`src/sv/drabd_pkg.sv`:
```
// ----------------------------------------------------------------------------
// drabd_pkg
// Shared widths, reset values and register codes of the row decoder.
// ----------------------------------------------------------------------------
`timescale 1ns / 1ps
`default_nettype none

package drabd_pkg;

	localparam int MAX_CLASSES_DEF = 256;
	localparam int BOX_FIELDS      = 4;

	localparam int VAL_W   = 18;
	localparam int SCALE_W = 14;
	localparam int CC_W    = 9;
	localparam int PX_W    = 15;
	localparam int IDX_W   = 8;
	localparam int CFG_IDX_W  = 2;
	localparam int CFG_DATA_W = 18;

	localparam logic signed [VAL_W-1:0] THRESHOLD_RST = 18'sd32768;
	localparam logic [SCALE_W-1:0]      IMAGE_W_RST   = 14'd640;
	localparam logic [SCALE_W-1:0]      IMAGE_H_RST   = 14'd640;
	localparam logic [CC_W-1:0]         CLASS_CNT_RST = 9'd80;

	typedef enum logic [CFG_IDX_W-1:0] {
		CFG_SCORE_THRESHOLD = 2'd0,
		CFG_IMAGE_WIDTH     = 2'd1,
		CFG_IMAGE_HEIGHT    = 2'd2,
		CFG_CLASS_COUNT     = 2'd3
	} cfg_reg_t;

endpackage

`default_nettype wire

```
`src/sv/detection_row_argmax_box_decode_top.sv`:
```
// ----------------------------------------------------------------------------
// detection_row_argmax_box_decode_top: per-row class argmax and box decode
// Throughput: one tensor item per cycle, set by the running compare, unless an output stall backs up to stage 1.
// A box passes through stages 2 and 3 and the output register after its row's last score leaves stage 1.
// Reset (arst_n low) clears the pipeline, row state and registers to defaults.
// ----------------------------------------------------------------------------
`timescale 1ns / 1ps
`default_nettype none

module detection_row_argmax_box_decode_top #(
	parameter int MAX_CLASSES = drabd_pkg::MAX_CLASSES_DEF
) (
	input  wire logic                                     clk,
	input  wire logic                                     arst_n,
	// Tensor item stream.
	input  wire logic                                     in_valid,
	output logic                                          in_stall,
	input  wire logic signed [drabd_pkg::VAL_W-1:0]       value,
	input  wire logic                                     frame_end,
	// Decoded box stream.
	output logic                                          out_valid,
	input  wire logic                                     out_stall,
	output logic signed [drabd_pkg::PX_W-1:0]             box_left,
	output logic signed [drabd_pkg::PX_W-1:0]             box_top,
	output logic signed [drabd_pkg::PX_W-1:0]             box_width,
	output logic signed [drabd_pkg::PX_W-1:0]             box_height,
	output logic [drabd_pkg::IDX_W-1:0]                   class_index,
	output logic signed [drabd_pkg::VAL_W-1:0]            best_score,
	// Register write port.
	input  wire logic                                     cfg_valid,
	output logic                                          cfg_ready,
	input  wire logic [drabd_pkg::CFG_IDX_W-1:0]          cfg_index,
	input  wire logic [drabd_pkg::CFG_DATA_W-1:0]         cfg_data
);

	// The pipeline has four register stages. Stage 1 holds the accepted
	// item; the row state (position, box values, running maximum) is updated
	// as that item leaves stage 1. Only items that complete a row with a
	// passing score go on: stage 2 keeps a copy of the row's box, stage 3
	// holds the four scaled products, and the output register holds the
	// rounded, saturated box. Each stage refills while the one after it
	// drains, so a waiting result does not hold up the stream until every
	// stage behind it is full.

	localparam int BF     = drabd_pkg::BOX_FIELDS;
	localparam int VAL_W  = drabd_pkg::VAL_W;
	localparam int PX_W   = drabd_pkg::PX_W;
	localparam int IDX_W  = drabd_pkg::IDX_W;
	localparam int CC_W   = drabd_pkg::CC_W;
	localparam int SC_W   = drabd_pkg::SCALE_W;
	// Row position runs up to MAX_CLASSES + BOX_FIELDS - 1.
	localparam int POS_W  = $clog2(MAX_CLASSES + BF);
	localparam int CMP_W  = ((POS_W > CC_W) ? POS_W : CC_W) + 1;
	localparam int EDGE_W = VAL_W + 2;
	localparam int PROD_W = EDGE_W + SC_W + 1;
	localparam int SIZE_W = VAL_W + SC_W + 1;
	localparam int EDGE_SH = 17;
	localparam int SIZE_SH = 16;

	// Exact product, truncated toward zero after a right shift, then
	// saturated to the pixel field range.
	function automatic logic signed [PX_W-1:0] round_sat(
		input logic signed [PROD_W-1:0] p,
		input int                       sh
	);
		logic signed [PROD_W:0] biased;
		logic signed [PROD_W:0] q;
		logic signed [PROD_W:0] lim_hi;
		logic signed [PROD_W:0] lim_lo;
		biased = {p[PROD_W-1], p};
		if (p[PROD_W-1]) begin
			biased = biased + (((PROD_W+1)'(1)) << sh) - (PROD_W+1)'(1);
		end
		q = biased >>> sh;
		lim_hi = (PROD_W+1)'((1 << (PX_W-1)) - 1);
		lim_lo = -((PROD_W+1)'(1 << (PX_W-1)));
		if (q > lim_hi) begin
			return PX_W'(lim_hi);
		end else if (q < lim_lo) begin
			return PX_W'(lim_lo);
		end
		return PX_W'(q);
	endfunction

	// ------------------------------------------------------------------
	// Configuration registers. Writes are always taken.
	// ------------------------------------------------------------------
	logic signed [VAL_W-1:0] thr_q;
	logic [SC_W-1:0]         img_w_q;
	logic [SC_W-1:0]         img_h_q;
	logic [CC_W-1:0]         class_cnt_q;

	assign cfg_ready = 1'b1;

	always_ff @(posedge clk or negedge arst_n) begin
		if (!arst_n) begin
			thr_q       <= drabd_pkg::THRESHOLD_RST;
			img_w_q     <= drabd_pkg::IMAGE_W_RST;
			img_h_q     <= drabd_pkg::IMAGE_H_RST;
			class_cnt_q <= drabd_pkg::CLASS_CNT_RST;
		end else if (cfg_valid && cfg_ready) begin
			unique case (drabd_pkg::cfg_reg_t'(cfg_index))
				drabd_pkg::CFG_SCORE_THRESHOLD: thr_q       <= signed'(cfg_data[VAL_W-1:0]);
				drabd_pkg::CFG_IMAGE_WIDTH:     img_w_q     <= cfg_data[SC_W-1:0];
				drabd_pkg::CFG_IMAGE_HEIGHT:    img_h_q     <= cfg_data[SC_W-1:0];
				drabd_pkg::CFG_CLASS_COUNT:     class_cnt_q <= cfg_data[CC_W-1:0];
			endcase
		end
	end

	// ------------------------------------------------------------------
	// Stage handshakes. A stage is free when it is empty or drains now.
	// ------------------------------------------------------------------
	logic valid_s1, valid_s2, valid_s3;
	logic out_free, s3_free, s2_free, s1_fire, s1_free, in_accept;
	logic emit;

	assign out_free  = !out_valid || !out_stall;
	assign s3_free   = !valid_s3 || out_free;
	assign s2_free   = !valid_s2 || s3_free;
	assign s1_fire   = valid_s1 && (!emit || s2_free);
	assign s1_free   = !valid_s1 || s1_fire;
	assign in_stall  = !s1_free;
	assign in_accept = in_valid && !in_stall;

	// ------------------------------------------------------------------
	// Stage 1: the accepted item.
	// ------------------------------------------------------------------
	logic signed [VAL_W-1:0] value_s1;
	logic                    frame_end_s1;

	always_ff @(posedge clk or negedge arst_n) begin
		if (!arst_n) begin
			valid_s1 <= 1'b0;
		end else if (s1_free) begin
			valid_s1 <= in_accept;
		end
	end

	always_ff @(posedge clk) begin
		if (in_accept) begin
			value_s1     <= value;
			frame_end_s1 <= frame_end;
		end
	end

	// ------------------------------------------------------------------
	// Row state and the running maximum.
	// ------------------------------------------------------------------
	logic [POS_W-1:0]        pos_q;
	logic signed [VAL_W-1:0] box_q [BF];
	logic signed [VAL_W-1:0] best_q;
	logic [IDX_W-1:0]        best_idx_q;

	logic [CMP_W-1:0]        classes_eff;
	logic [CMP_W-1:0]        last_pos;
	logic [POS_W-1:0]        pos_eff;
	logic [CMP_W-1:0]        cls;
	logic                    is_box, is_last, take_new;
	logic signed [VAL_W-1:0] best_nxt;
	logic [IDX_W-1:0]        best_idx_nxt;

	always_comb begin
		// A class count of zero means one class; counts above the build
		// limit are held to the limit.
		if (class_cnt_q == '0) begin
			classes_eff = CMP_W'(1);
		end else if (CMP_W'(class_cnt_q) > CMP_W'(MAX_CLASSES)) begin
			classes_eff = CMP_W'(MAX_CLASSES);
		end else begin
			classes_eff = CMP_W'(class_cnt_q);
		end
		last_pos = classes_eff + CMP_W'(BF - 1);
		// A position left past the row end by a smaller class count
		// starts a fresh row.
		pos_eff  = (CMP_W'(pos_q) > last_pos) ? '0 : pos_q;
		is_box   = CMP_W'(pos_eff) < CMP_W'(BF);
		is_last  = CMP_W'(pos_eff) == last_pos;
		cls      = CMP_W'(pos_eff) - CMP_W'(BF);
		take_new = !is_box && ((cls == '0) || (value_s1 > best_q));
		best_nxt     = take_new ? value_s1 : best_q;
		best_idx_nxt = take_new ? cls[IDX_W-1:0] : best_idx_q;
		emit     = is_last && (best_nxt >= thr_q);
	end

	always_ff @(posedge clk or negedge arst_n) begin
		if (!arst_n) begin
			pos_q      <= '0;
			best_q     <= '0;
			best_idx_q <= '0;
			for (int i = 0; i < BF; i++) begin
				box_q[i] <= '0;
			end
		end else if (s1_fire) begin
			if (is_box) begin
				box_q[pos_eff[1:0]] <= value_s1;
			end
			best_q     <= best_nxt;
			best_idx_q <= best_idx_nxt;
			if (is_last || frame_end_s1) begin
				pos_q <= '0;
			end else begin
				pos_q <= pos_eff + POS_W'(1);
			end
		end
	end

	// ------------------------------------------------------------------
	// Stage 2: a copy of the finished row.
	// ------------------------------------------------------------------
	logic signed [VAL_W-1:0] cx_s2, cy_s2, w_s2, h_s2, score_s2;
	logic [IDX_W-1:0]        idx_s2;

	always_ff @(posedge clk or negedge arst_n) begin
		if (!arst_n) begin
			valid_s2 <= 1'b0;
		end else if (s2_free) begin
			valid_s2 <= s1_fire && emit;
		end
	end

	always_ff @(posedge clk) begin
		if (s1_fire && emit) begin
			cx_s2    <= box_q[0];
			cy_s2    <= box_q[1];
			w_s2     <= box_q[2];
			h_s2     <= box_q[3];
			score_s2 <= best_nxt;
			idx_s2   <= best_idx_nxt;
		end
	end

	// ------------------------------------------------------------------
	// Stage 3: scaled products. Edges use (2*center - size) in Q17 so
	// that the half-size term stays exact.
	// ------------------------------------------------------------------
	logic signed [EDGE_W-1:0] edge_x, edge_y;
	logic signed [SC_W:0]     scale_w, scale_h;
	logic signed [PROD_W-1:0] prod_l, prod_t;
	logic signed [SIZE_W-1:0] prod_w, prod_h;
	logic signed [PROD_W-1:0] left_s3, top_s3, wid_s3, hgt_s3;
	logic signed [VAL_W-1:0]  score_s3;
	logic [IDX_W-1:0]         idx_s3;

	always_comb begin
		scale_w = signed'({1'b0, img_w_q});
		scale_h = signed'({1'b0, img_h_q});
		edge_x  = (EDGE_W'(cx_s2) <<< 1) - EDGE_W'(w_s2);
		edge_y  = (EDGE_W'(cy_s2) <<< 1) - EDGE_W'(h_s2);
		prod_l  = edge_x * scale_w;
		prod_t  = edge_y * scale_h;
		prod_w  = w_s2 * scale_w;
		prod_h  = h_s2 * scale_h;
	end

	always_ff @(posedge clk or negedge arst_n) begin
		if (!arst_n) begin
			valid_s3 <= 1'b0;
		end else if (s3_free) begin
			valid_s3 <= valid_s2;
		end
	end

	always_ff @(posedge clk) begin
		if (valid_s2 && s3_free) begin
			left_s3  <= prod_l;
			top_s3   <= prod_t;
			wid_s3   <= PROD_W'(prod_w);
			hgt_s3   <= PROD_W'(prod_h);
			score_s3 <= score_s2;
			idx_s3   <= idx_s2;
		end
	end

	// ------------------------------------------------------------------
	// Output register: truncate toward zero and saturate.
	// ------------------------------------------------------------------
	always_ff @(posedge clk or negedge arst_n) begin
		if (!arst_n) begin
			out_valid <= 1'b0;
		end else if (out_free) begin
			out_valid <= valid_s3;
		end
	end

	always_ff @(posedge clk) begin
		if (valid_s3 && out_free) begin
			box_left    <= round_sat(left_s3, EDGE_SH);
			box_top     <= round_sat(top_s3, EDGE_SH);
			box_width   <= round_sat(wid_s3, SIZE_SH);
			box_height  <= round_sat(hgt_s3, SIZE_SH);
			class_index <= idx_s3;
			best_score  <= score_s3;
		end
	end

endmodule

`default_nettype wire

```
`config.mk`:
```
export PLATFORM = sky130hd
export DESIGN_NAME = detection_row_argmax_box_decode_top
export DESIGN_NICKNAME = d
export VERILOG_FILES = /design/src/sv/drabd_pkg.sv /design/src/sv/detection_row_argmax_box_decode_top.sv
export SDC_FILE = /design/constraint.sdc
export NUM_CORES = 2
export LEC_CHECK = 0
export ABC_AREA = 0
export BUFFER_PORTS_ARGS = -buffer_cell sky130_fd_sc_hd__buf_2
export CAP_MARGIN = 10
export CORE_UTILIZATION = 40
export CTS_CLUSTER_SIZE = 16
export DETAILED_ROUTE_END_ITERATION = 8
export GPL_TIMING_DRIVEN = 0
export PLACE_DENSITY = 0.62
export SYNTH_ARGS = -nofsm -noshare
export SYNTH_HDL_FRONTEND = slang
export SYNTH_SLANG_ARGS = --single-unit
```
`constraint.sdc`:
```
create_clock -name clk -period 23.2 [get_ports clk]
set_input_delay 2.32 -clock clk [delete_from_list [all_inputs] [get_ports clk]]
set_output_delay 2.32 -clock clk [all_outputs]
set_load 0.05 [all_outputs]
```
## Word-level counts from Yosys, hierarchy flattened

Cells that the tools add are included.

| storage, ports and cells | value |
|---|---|
| register bits | 531 |
| input bits | 44 |
| output and inout bits | 89 |
| logic and storage cells | 144 |

| operators by class | value |
|---|---|
| add/subtract/negate cells | 13 |
| multipliers | 4 |
| order comparisons | 15 |
| equal/unequal tests | 4 |
| muxes and demuxes | 41 |
| bitwise gates (word level) | 1 |
| reduce and logical (&&, ||, !) cells | 31 |

Operators by type and width:

| operator | number |
|---|---|
| $mux W36 | 8 |
| $mux W15 | 12 |
| $add A35 B19 Y36 const B | 2 |
| $bwmux W72 | 1 |
| $sub A36 B2 Y36 const B | 2 |
| $mul A20 B15 Y35 | 2 |
| $sub A34 B2 Y35 const B | 2 |
| $add A33 B18 Y34 const B | 2 |
| $mul A18 B15 Y33 | 2 |
| $gt A20 B15 Y1 const B | 2 |
| $lt A20 B15 Y1 const B | 2 |
| $sub A19 B18 Y20 | 2 |
| $gt A19 B15 Y1 const B | 2 |
| $lt A19 B15 Y1 const B | 2 |
| $demux W18 S2 | 1 |
| $mux W18 | 2 |
| $mux W9 | 4 |
| $ge A18 B18 Y1 | 1 |
| $gt A18 B18 Y1 | 1 |
| $mux W1 | 12 |
| $add A10 B2 Y10 const B | 1 |
| $eq A9 B10 Y1 | 1 |
| $gt A9 B10 Y1 | 1 |
| $logic_not A10 Y1 | 1 |
| 16 further kinds | 41 |

## Logic depth before layout (Yosys ltp)

| depth | value |
|---|---|
| word-level depth | 18 |
| gate-level depth with buffers | 36 |
| mapped depth without buffers | 32 |

## Least setup slack after synthesis

No wires, ideal clock.

| timing | value |
|---|---|
| path type | reg-to-reg |
| start point | reg class_cnt_q[5] |
| end point | reg cx_s2[0], enable pin |
| setup time | 0.556 ns |
| data arrival time | 10.731 ns |
| required time | 22.644 ns |
| setup slack | 11.913 ns |
| stages on the path, launching flop included | 35 |
| buffers on the path | 5 |
| clock period less this slack | 11.287 ns |
| path through | dfrtp_1 -> nor4_1 -> a21oi_1 -> or2_1 -> ha_1 -> nand3b_1 -> xnor2_1 -> nand2b_1 -> ha_1 -> o21ai_0 -> nor2_1 -> or4_1 -> buf_2 -> nand2_1 -> buf_1 -> nand2_1 -> ha_1 -> xnor2_1 -> and3_1 -> o2111ai_1 -> a211oi_1 -> o21bai_1 -> clkbuf_1 -> nor2_1 -> a21oi_1 -> ha_1 -> nand2b_1 -> a211oi_1 -> o21bai_1 -> a2111oi_0 -> o31ai_1 -> a41o_1 -> buf_2 -> buf_1 -> nor2_1 |

| on the way | value |
|---|---|
| word-level cells in the longest chain between the ends | 17 |
| elaborated cells on any way between the ends | 21 |
| classes of those cells | 2 x add/sub; 4 x order compare; 1 x eq/ne; 4 x mux; 10 x reduce/logical |

Ends and longest elaborated chain:

| item | RTL line | RTL |
|---|---|---|
| from (decl) | detection_row_argmax_box_decode_top.sv:91 | `logic [CC_W-1:0] class_cnt_q;` |
| from (signal assigned) | detection_row_argmax_box_decode_top.sv:100 | `class_cnt_q <= drabd_pkg::CLASS_CNT_RST;` |
| from (signal assigned) | detection_row_argmax_box_decode_top.sv:106 | `drabd_pkg::CFG_CLASS_COUNT: class_cnt_q <= cfg_data[CC_W-1:0];` |
| $gt A9 B9 Y1 | detection_row_argmax_box_decode_top.sv:168 | `end else if (CMP_W'(class_cnt_q) > CMP_W'(MAX_CLASSES)) begin` |
| $mux W9 | detection_row_argmax_box_decode_top.sv:168 |  |
| $mux W9 * | detection_row_argmax_box_decode_top.sv:166 | `if (class_cnt_q == '0) begin` |
| $add A10 B2 Y10 * | detection_row_argmax_box_decode_top.sv:173 | `last_pos = classes_eff + CMP_W'(BF - 1);` |
| $gt A9 B10 Y1 | detection_row_argmax_box_decode_top.sv:176 | `pos_eff = (CMP_W'(pos_q) > last_pos) ? '0 : pos_q;` |
| $mux W9 | detection_row_argmax_box_decode_top.sv:176 |  |
| $sub A9 B3 Y10 | detection_row_argmax_box_decode_top.sv:179 | `cls = CMP_W'(pos_eff) - CMP_W'(BF);` |
| $logic_not A10 Y1 | detection_row_argmax_box_decode_top.sv:180 | `take_new = !is_box && ((cls == '0) \|\| (value_s1 > best_q));` |
| $logic_or A1 B1 Y1 | detection_row_argmax_box_decode_top.sv:180 |  |
| $logic_and A1 B1 Y1 | detection_row_argmax_box_decode_top.sv:180 |  |
| $mux W18 | detection_row_argmax_box_decode_top.sv:181 | `best_nxt = take_new ? value_s1 : best_q;` |
| $ge A18 B18 Y1 | detection_row_argmax_box_decode_top.sv:183 | `emit = is_last && (best_nxt >= thr_q);` |
| $logic_and A1 B1 Y1 * | detection_row_argmax_box_decode_top.sv:183 |  |
| $logic_not A1 Y1 | detection_row_argmax_box_decode_top.sv:121 | `assign s1_fire = valid_s1 && (!emit \|\| s2_free);` |
| $logic_or A1 B1 Y1 | detection_row_argmax_box_decode_top.sv:121 |  |
| $logic_and A1 B1 Y1 | detection_row_argmax_box_decode_top.sv:121 |  |
| $logic_and A1 B1 Y1 * | detection_row_argmax_box_decode_top.sv:223 | `if (s1_fire && emit) begin` |
| to (signal assigned) | detection_row_argmax_box_decode_top.sv:224 | `cx_s2 <= box_q[0];` |
| to (decl) | detection_row_argmax_box_decode_top.sv:211 | `logic signed [VAL_W-1:0] cx_s2, cy_s2, w_s2, h_s2, score_s2;` |

Every way passes the cells marked *; elsewhere a longest branch is shown, timed or not.
A chain may end at the register's enable or synchronous reset.

## Final worst setup path

| timing | value |
|---|---|
| start point | reg class_cnt_q[5] |
| end point | out in_stall |

| on the way | value |
|---|---|
| word-level cells in the longest chain between the ends | 18 |
| elaborated cells on any way between the ends | 22 |
| classes of those cells | 2 x add/sub; 4 x order compare; 1 x eq/ne; 4 x mux; 11 x reduce/logical |

Ends and longest elaborated chain:

| item | RTL line | RTL |
|---|---|---|
| $gt A9 B9 Y1 | detection_row_argmax_box_decode_top.sv:168 |  |
| $mux W9 | detection_row_argmax_box_decode_top.sv:168 |  |
| $mux W9 * | detection_row_argmax_box_decode_top.sv:166 |  |
| $add A10 B2 Y10 * | detection_row_argmax_box_decode_top.sv:173 |  |
| $gt A9 B10 Y1 * | detection_row_argmax_box_decode_top.sv:176 |  |
| $mux W9 * | detection_row_argmax_box_decode_top.sv:176 |  |
| $sub A9 B3 Y10 | detection_row_argmax_box_decode_top.sv:179 |  |
| $logic_not A10 Y1 | detection_row_argmax_box_decode_top.sv:180 |  |
| (+3 left out) | n/a |  |
| net best_nxt[17] | detection_row_argmax_box_decode_top.sv:160 | `logic signed [VAL_W-1:0] best_nxt;` |
| $ge A18 B18 Y1 * | detection_row_argmax_box_decode_top.sv:183 |  |
| $logic_and A1 B1 Y1 * | detection_row_argmax_box_decode_top.sv:183 |  |
| $logic_not A1 Y1 * | detection_row_argmax_box_decode_top.sv:121 |  |
| $logic_or A1 B1 Y1 * | detection_row_argmax_box_decode_top.sv:121 |  |
| $logic_and A1 B1 Y1 * | detection_row_argmax_box_decode_top.sv:121 |  |
| $logic_or A1 B1 Y1 * | detection_row_argmax_box_decode_top.sv:122 | `assign s1_free = !valid_s1 \|\| s1_fire;` |
| $logic_not A1 Y1 * | detection_row_argmax_box_decode_top.sv:123 | `assign in_stall = !s1_free;` |
| to (decl) | detection_row_argmax_box_decode_top.sv:17 | `output logic in_stall,` |

Mark *: on every way through the listed nets, which the timed path passes. The rest lies on a longest branch.

==> flow_summary.ini <==
[run_status]
status = finished, violations left
violations = DRC

[final_layout]
layout_commonest_cell = inv_1
mostFrequentLayoutCells = 1200 x inv_1, 1018 x fa_1, 624 x nand2_1, 556 x and2_1, 413 x ha_1
layout.cells.non_filler = 8377
drive_gt1_share_pct = 6.20
area_delta_synth_final_pct = 9.03
final_nets = 7750

[clock_network]
htreeDepth = 2
clkTransAtPathRegs_ns = 0.06
cts_setup_buffers = 0
clock_latency_ns = 0.71
numCtsBuffers = 60
cts-hold-fix-buffers = 0
cts-resized-gates = 0
clk_path_buf_depth = 3
clock-root-buffer = clkbuf_16
cts_sinks = 529
cts_tree = done

[sta]
post-route-period-util_pct = 49.2
final-max-slew-violation-count = 0
slew_headroom_pct = 22.7
setup_slack_ns = 11.78
skew_ns = 0.0437
worst_pin_slew_ns = 1.15
setup_viol = 0
setup_tns_ns = 0
hold_viol = 0
rsz0062_at_grt = no
fmax_ghz = 0.0875
period_minus_slack_ns = 11.42

[synthesis]
syn_area_um2 = 62200
yosys_warnings = 0
syn_nets = 7542
yosysUniqueCellTypes = 88
synth_edf_count = 363
synth_ff_type = edfxtp_1
syn_area_per_cell_um2 = 10.3
synth_cells = 6067
synth-async-reset-ratio_pct = 31.4
synth_seq_cells = 529
ys_seq_area_share_pct = 24.2

[placement]
port_buffers = 131
dp_hpwl_um = 134000
place_congestion = 0.936
preCtsSetupSlack_ns = 12.46
placedCellCount = 8255

[routing]
antenna_left = 0
drt_iter0_drc = 3169
drc_errors = 24
first_pass_iters = 7
vias = 42900
wl_um = 165000
routedWlPerCell_um = 19.7
viasPerCell = 5.12

[setup_path]
worst_path_most_repeated_cell = ha_1
arrival_ns = 9.10
required_ns = 20.88
crit_type = reg -> out
slowest_stage = o41ai_2
rr_worst_depth = 32
endpoint_kind = primary output
worst-path-max-fanout = 10
max_stage_delay_ns = 0.86
cp-start-kind = flip-flop
reg2reg_slack_ns = 12.33

[global_routing]
grt_pass1_vias = 44900
grtUsageMet1_pct = 30.2
grt-busiest-layer = met2
grt_pass1_wl_um = 260000
grt_start_max_net_pins = 99
antenna_found_initial = 18
grt-ovfl-total = 0
globalRouteMet3Util_pct = 4.21
track_usage_pct = 21.6
grtUsageMet2_pct = 33.3

[floorplan]
pin_count = 133
die_area_um2 = 157000
fp.dieH_um = 396
num_rows = 144
die_x_um = 396
initial_core_util_pct = 40.4
fp.coreArea_um2 = 154000

[worst_hold_path]
worstHoldPathCells = 0
hp-class = reg -> reg

[flow_run]
drv_cap = 0
-- logic make-up (layout without fill, tap and decap cells) --
family                     Yosys count  count (layout)  share of synthesized area (%)
buffers and inverters             1444            1704                           8.78
muxes                              139             139                           2.57
adders and majority gates         1431            1431                           41.0
xor gates and xnor gates           235             235                           3.33
AOI/OAI and AO/OA                  614             614                           6.43
and+or+nand+nor                   1674            1674                           13.6
other                                1               7                        0.00603
DFF                                529             529                           24.2
-- registers in the layout (all words and copies together), names as in the netlist, 18 cells and up --
register,flops
best_q,18
value_s1,18
left_s3,35
cy_s2,18
w_s2,18
hgt_s3,32
thr_q,18
wid_s3,32
cx_s2,18
score_s2,18
score_s3,18
box_q,72
h_s2,18
top_s3,35
best_score,18
-- critical path, delay by kind of cell, from the launching register on --
kind	cells	cell delay (ns)
compound gates	6	2.35
flops	1	0.43
fa+ha+maj	4	1.25
simple gates	13	2.90
mux	1	0.43
buf+inv	4	1.05
-- synth_stat cells (20+ instances only) --
library cell  number  area share, %
a211oi_1          20           0.24
a21o_1            62           0.75
a21oi_1          157            1.3
a31oi_1           35           0.35
and2_1           557            5.6
and3_1            31           0.31
clkbuf_1         224            1.4
dfrtp_1          159            6.4
edfxtp_1         363             18
fa_1            1018             33
ha_1             413            8.3
inv_1           1200            7.2
mux2_1            38           0.69
mux2_2            89            1.6
nand2_1          624            3.8
nand2b_1          28           0.28
nand3_1           86           0.69
nand4_1           43           0.43
nor2_1           138           0.83
nor2b_1           31           0.31
nor3_1            51           0.41
nor4_1            25           0.25
o21a_1            28           0.34
o21ai_0          155            1.2
o21bai_1          23           0.28
xnor2_1          166            2.3
xor2_1            68           0.96
-- per-stage QoR --
stage / util [%] / cell area [um^2] / hold WS [ns]
finish: 44.0 / 67900 / 0.418
global placement: 42.4 / 65500 / 0.402
floorplan: - / 62200 / 0.400
detailed placement: 42.6 / 65800 / 0.405
CTS: 44.0 / 67800 / 0.418
global route: 44.0 / 67800 / 0.422
-- layer usage --
layer | wire length, um | share of wire [%]
met5 | 13 | 0.0079
met4 | 6590 | 4.0
met3 | 12600 | 7.6
met1 | 73100 | 44
met2 | 73200 | 44
-- final cells by class --
| type | count | area, um^2 |
|---|---|---|
| timing repair buffer | 146 | 941 |
| tap | 2044 | 2560 |
| fill | 14800 | 86400 |
| buffer | 244 | 960 |
| multi-input combinational | 4094 | 41700 |
| inverter | 1200 | 4500 |
| clock inverter | 35 | 400 |
| clock buffer | 79 | 1680 |
| sequential | 529 | 15100 |
| antenna | 6 | 15.0 |
-- path summary, 6_finish.rpt --
kind                                      from            end
worst max-delay path            class_cnt_q[5]       in_stall
worst min-delay path               score_s3[7]  best_score[7]
worst max register to register         h_s2[5]     top_s3[33]
worst min register to register     score_s3[7]  best_score[7]
max in group asynchronous               arst_n      box_q[19]
min in group asynchronous               arst_n       thr_q[0]
Power is not shown: default switching activity piles up to over one toggle a cycle in this logic, so the estimate is an artifact.
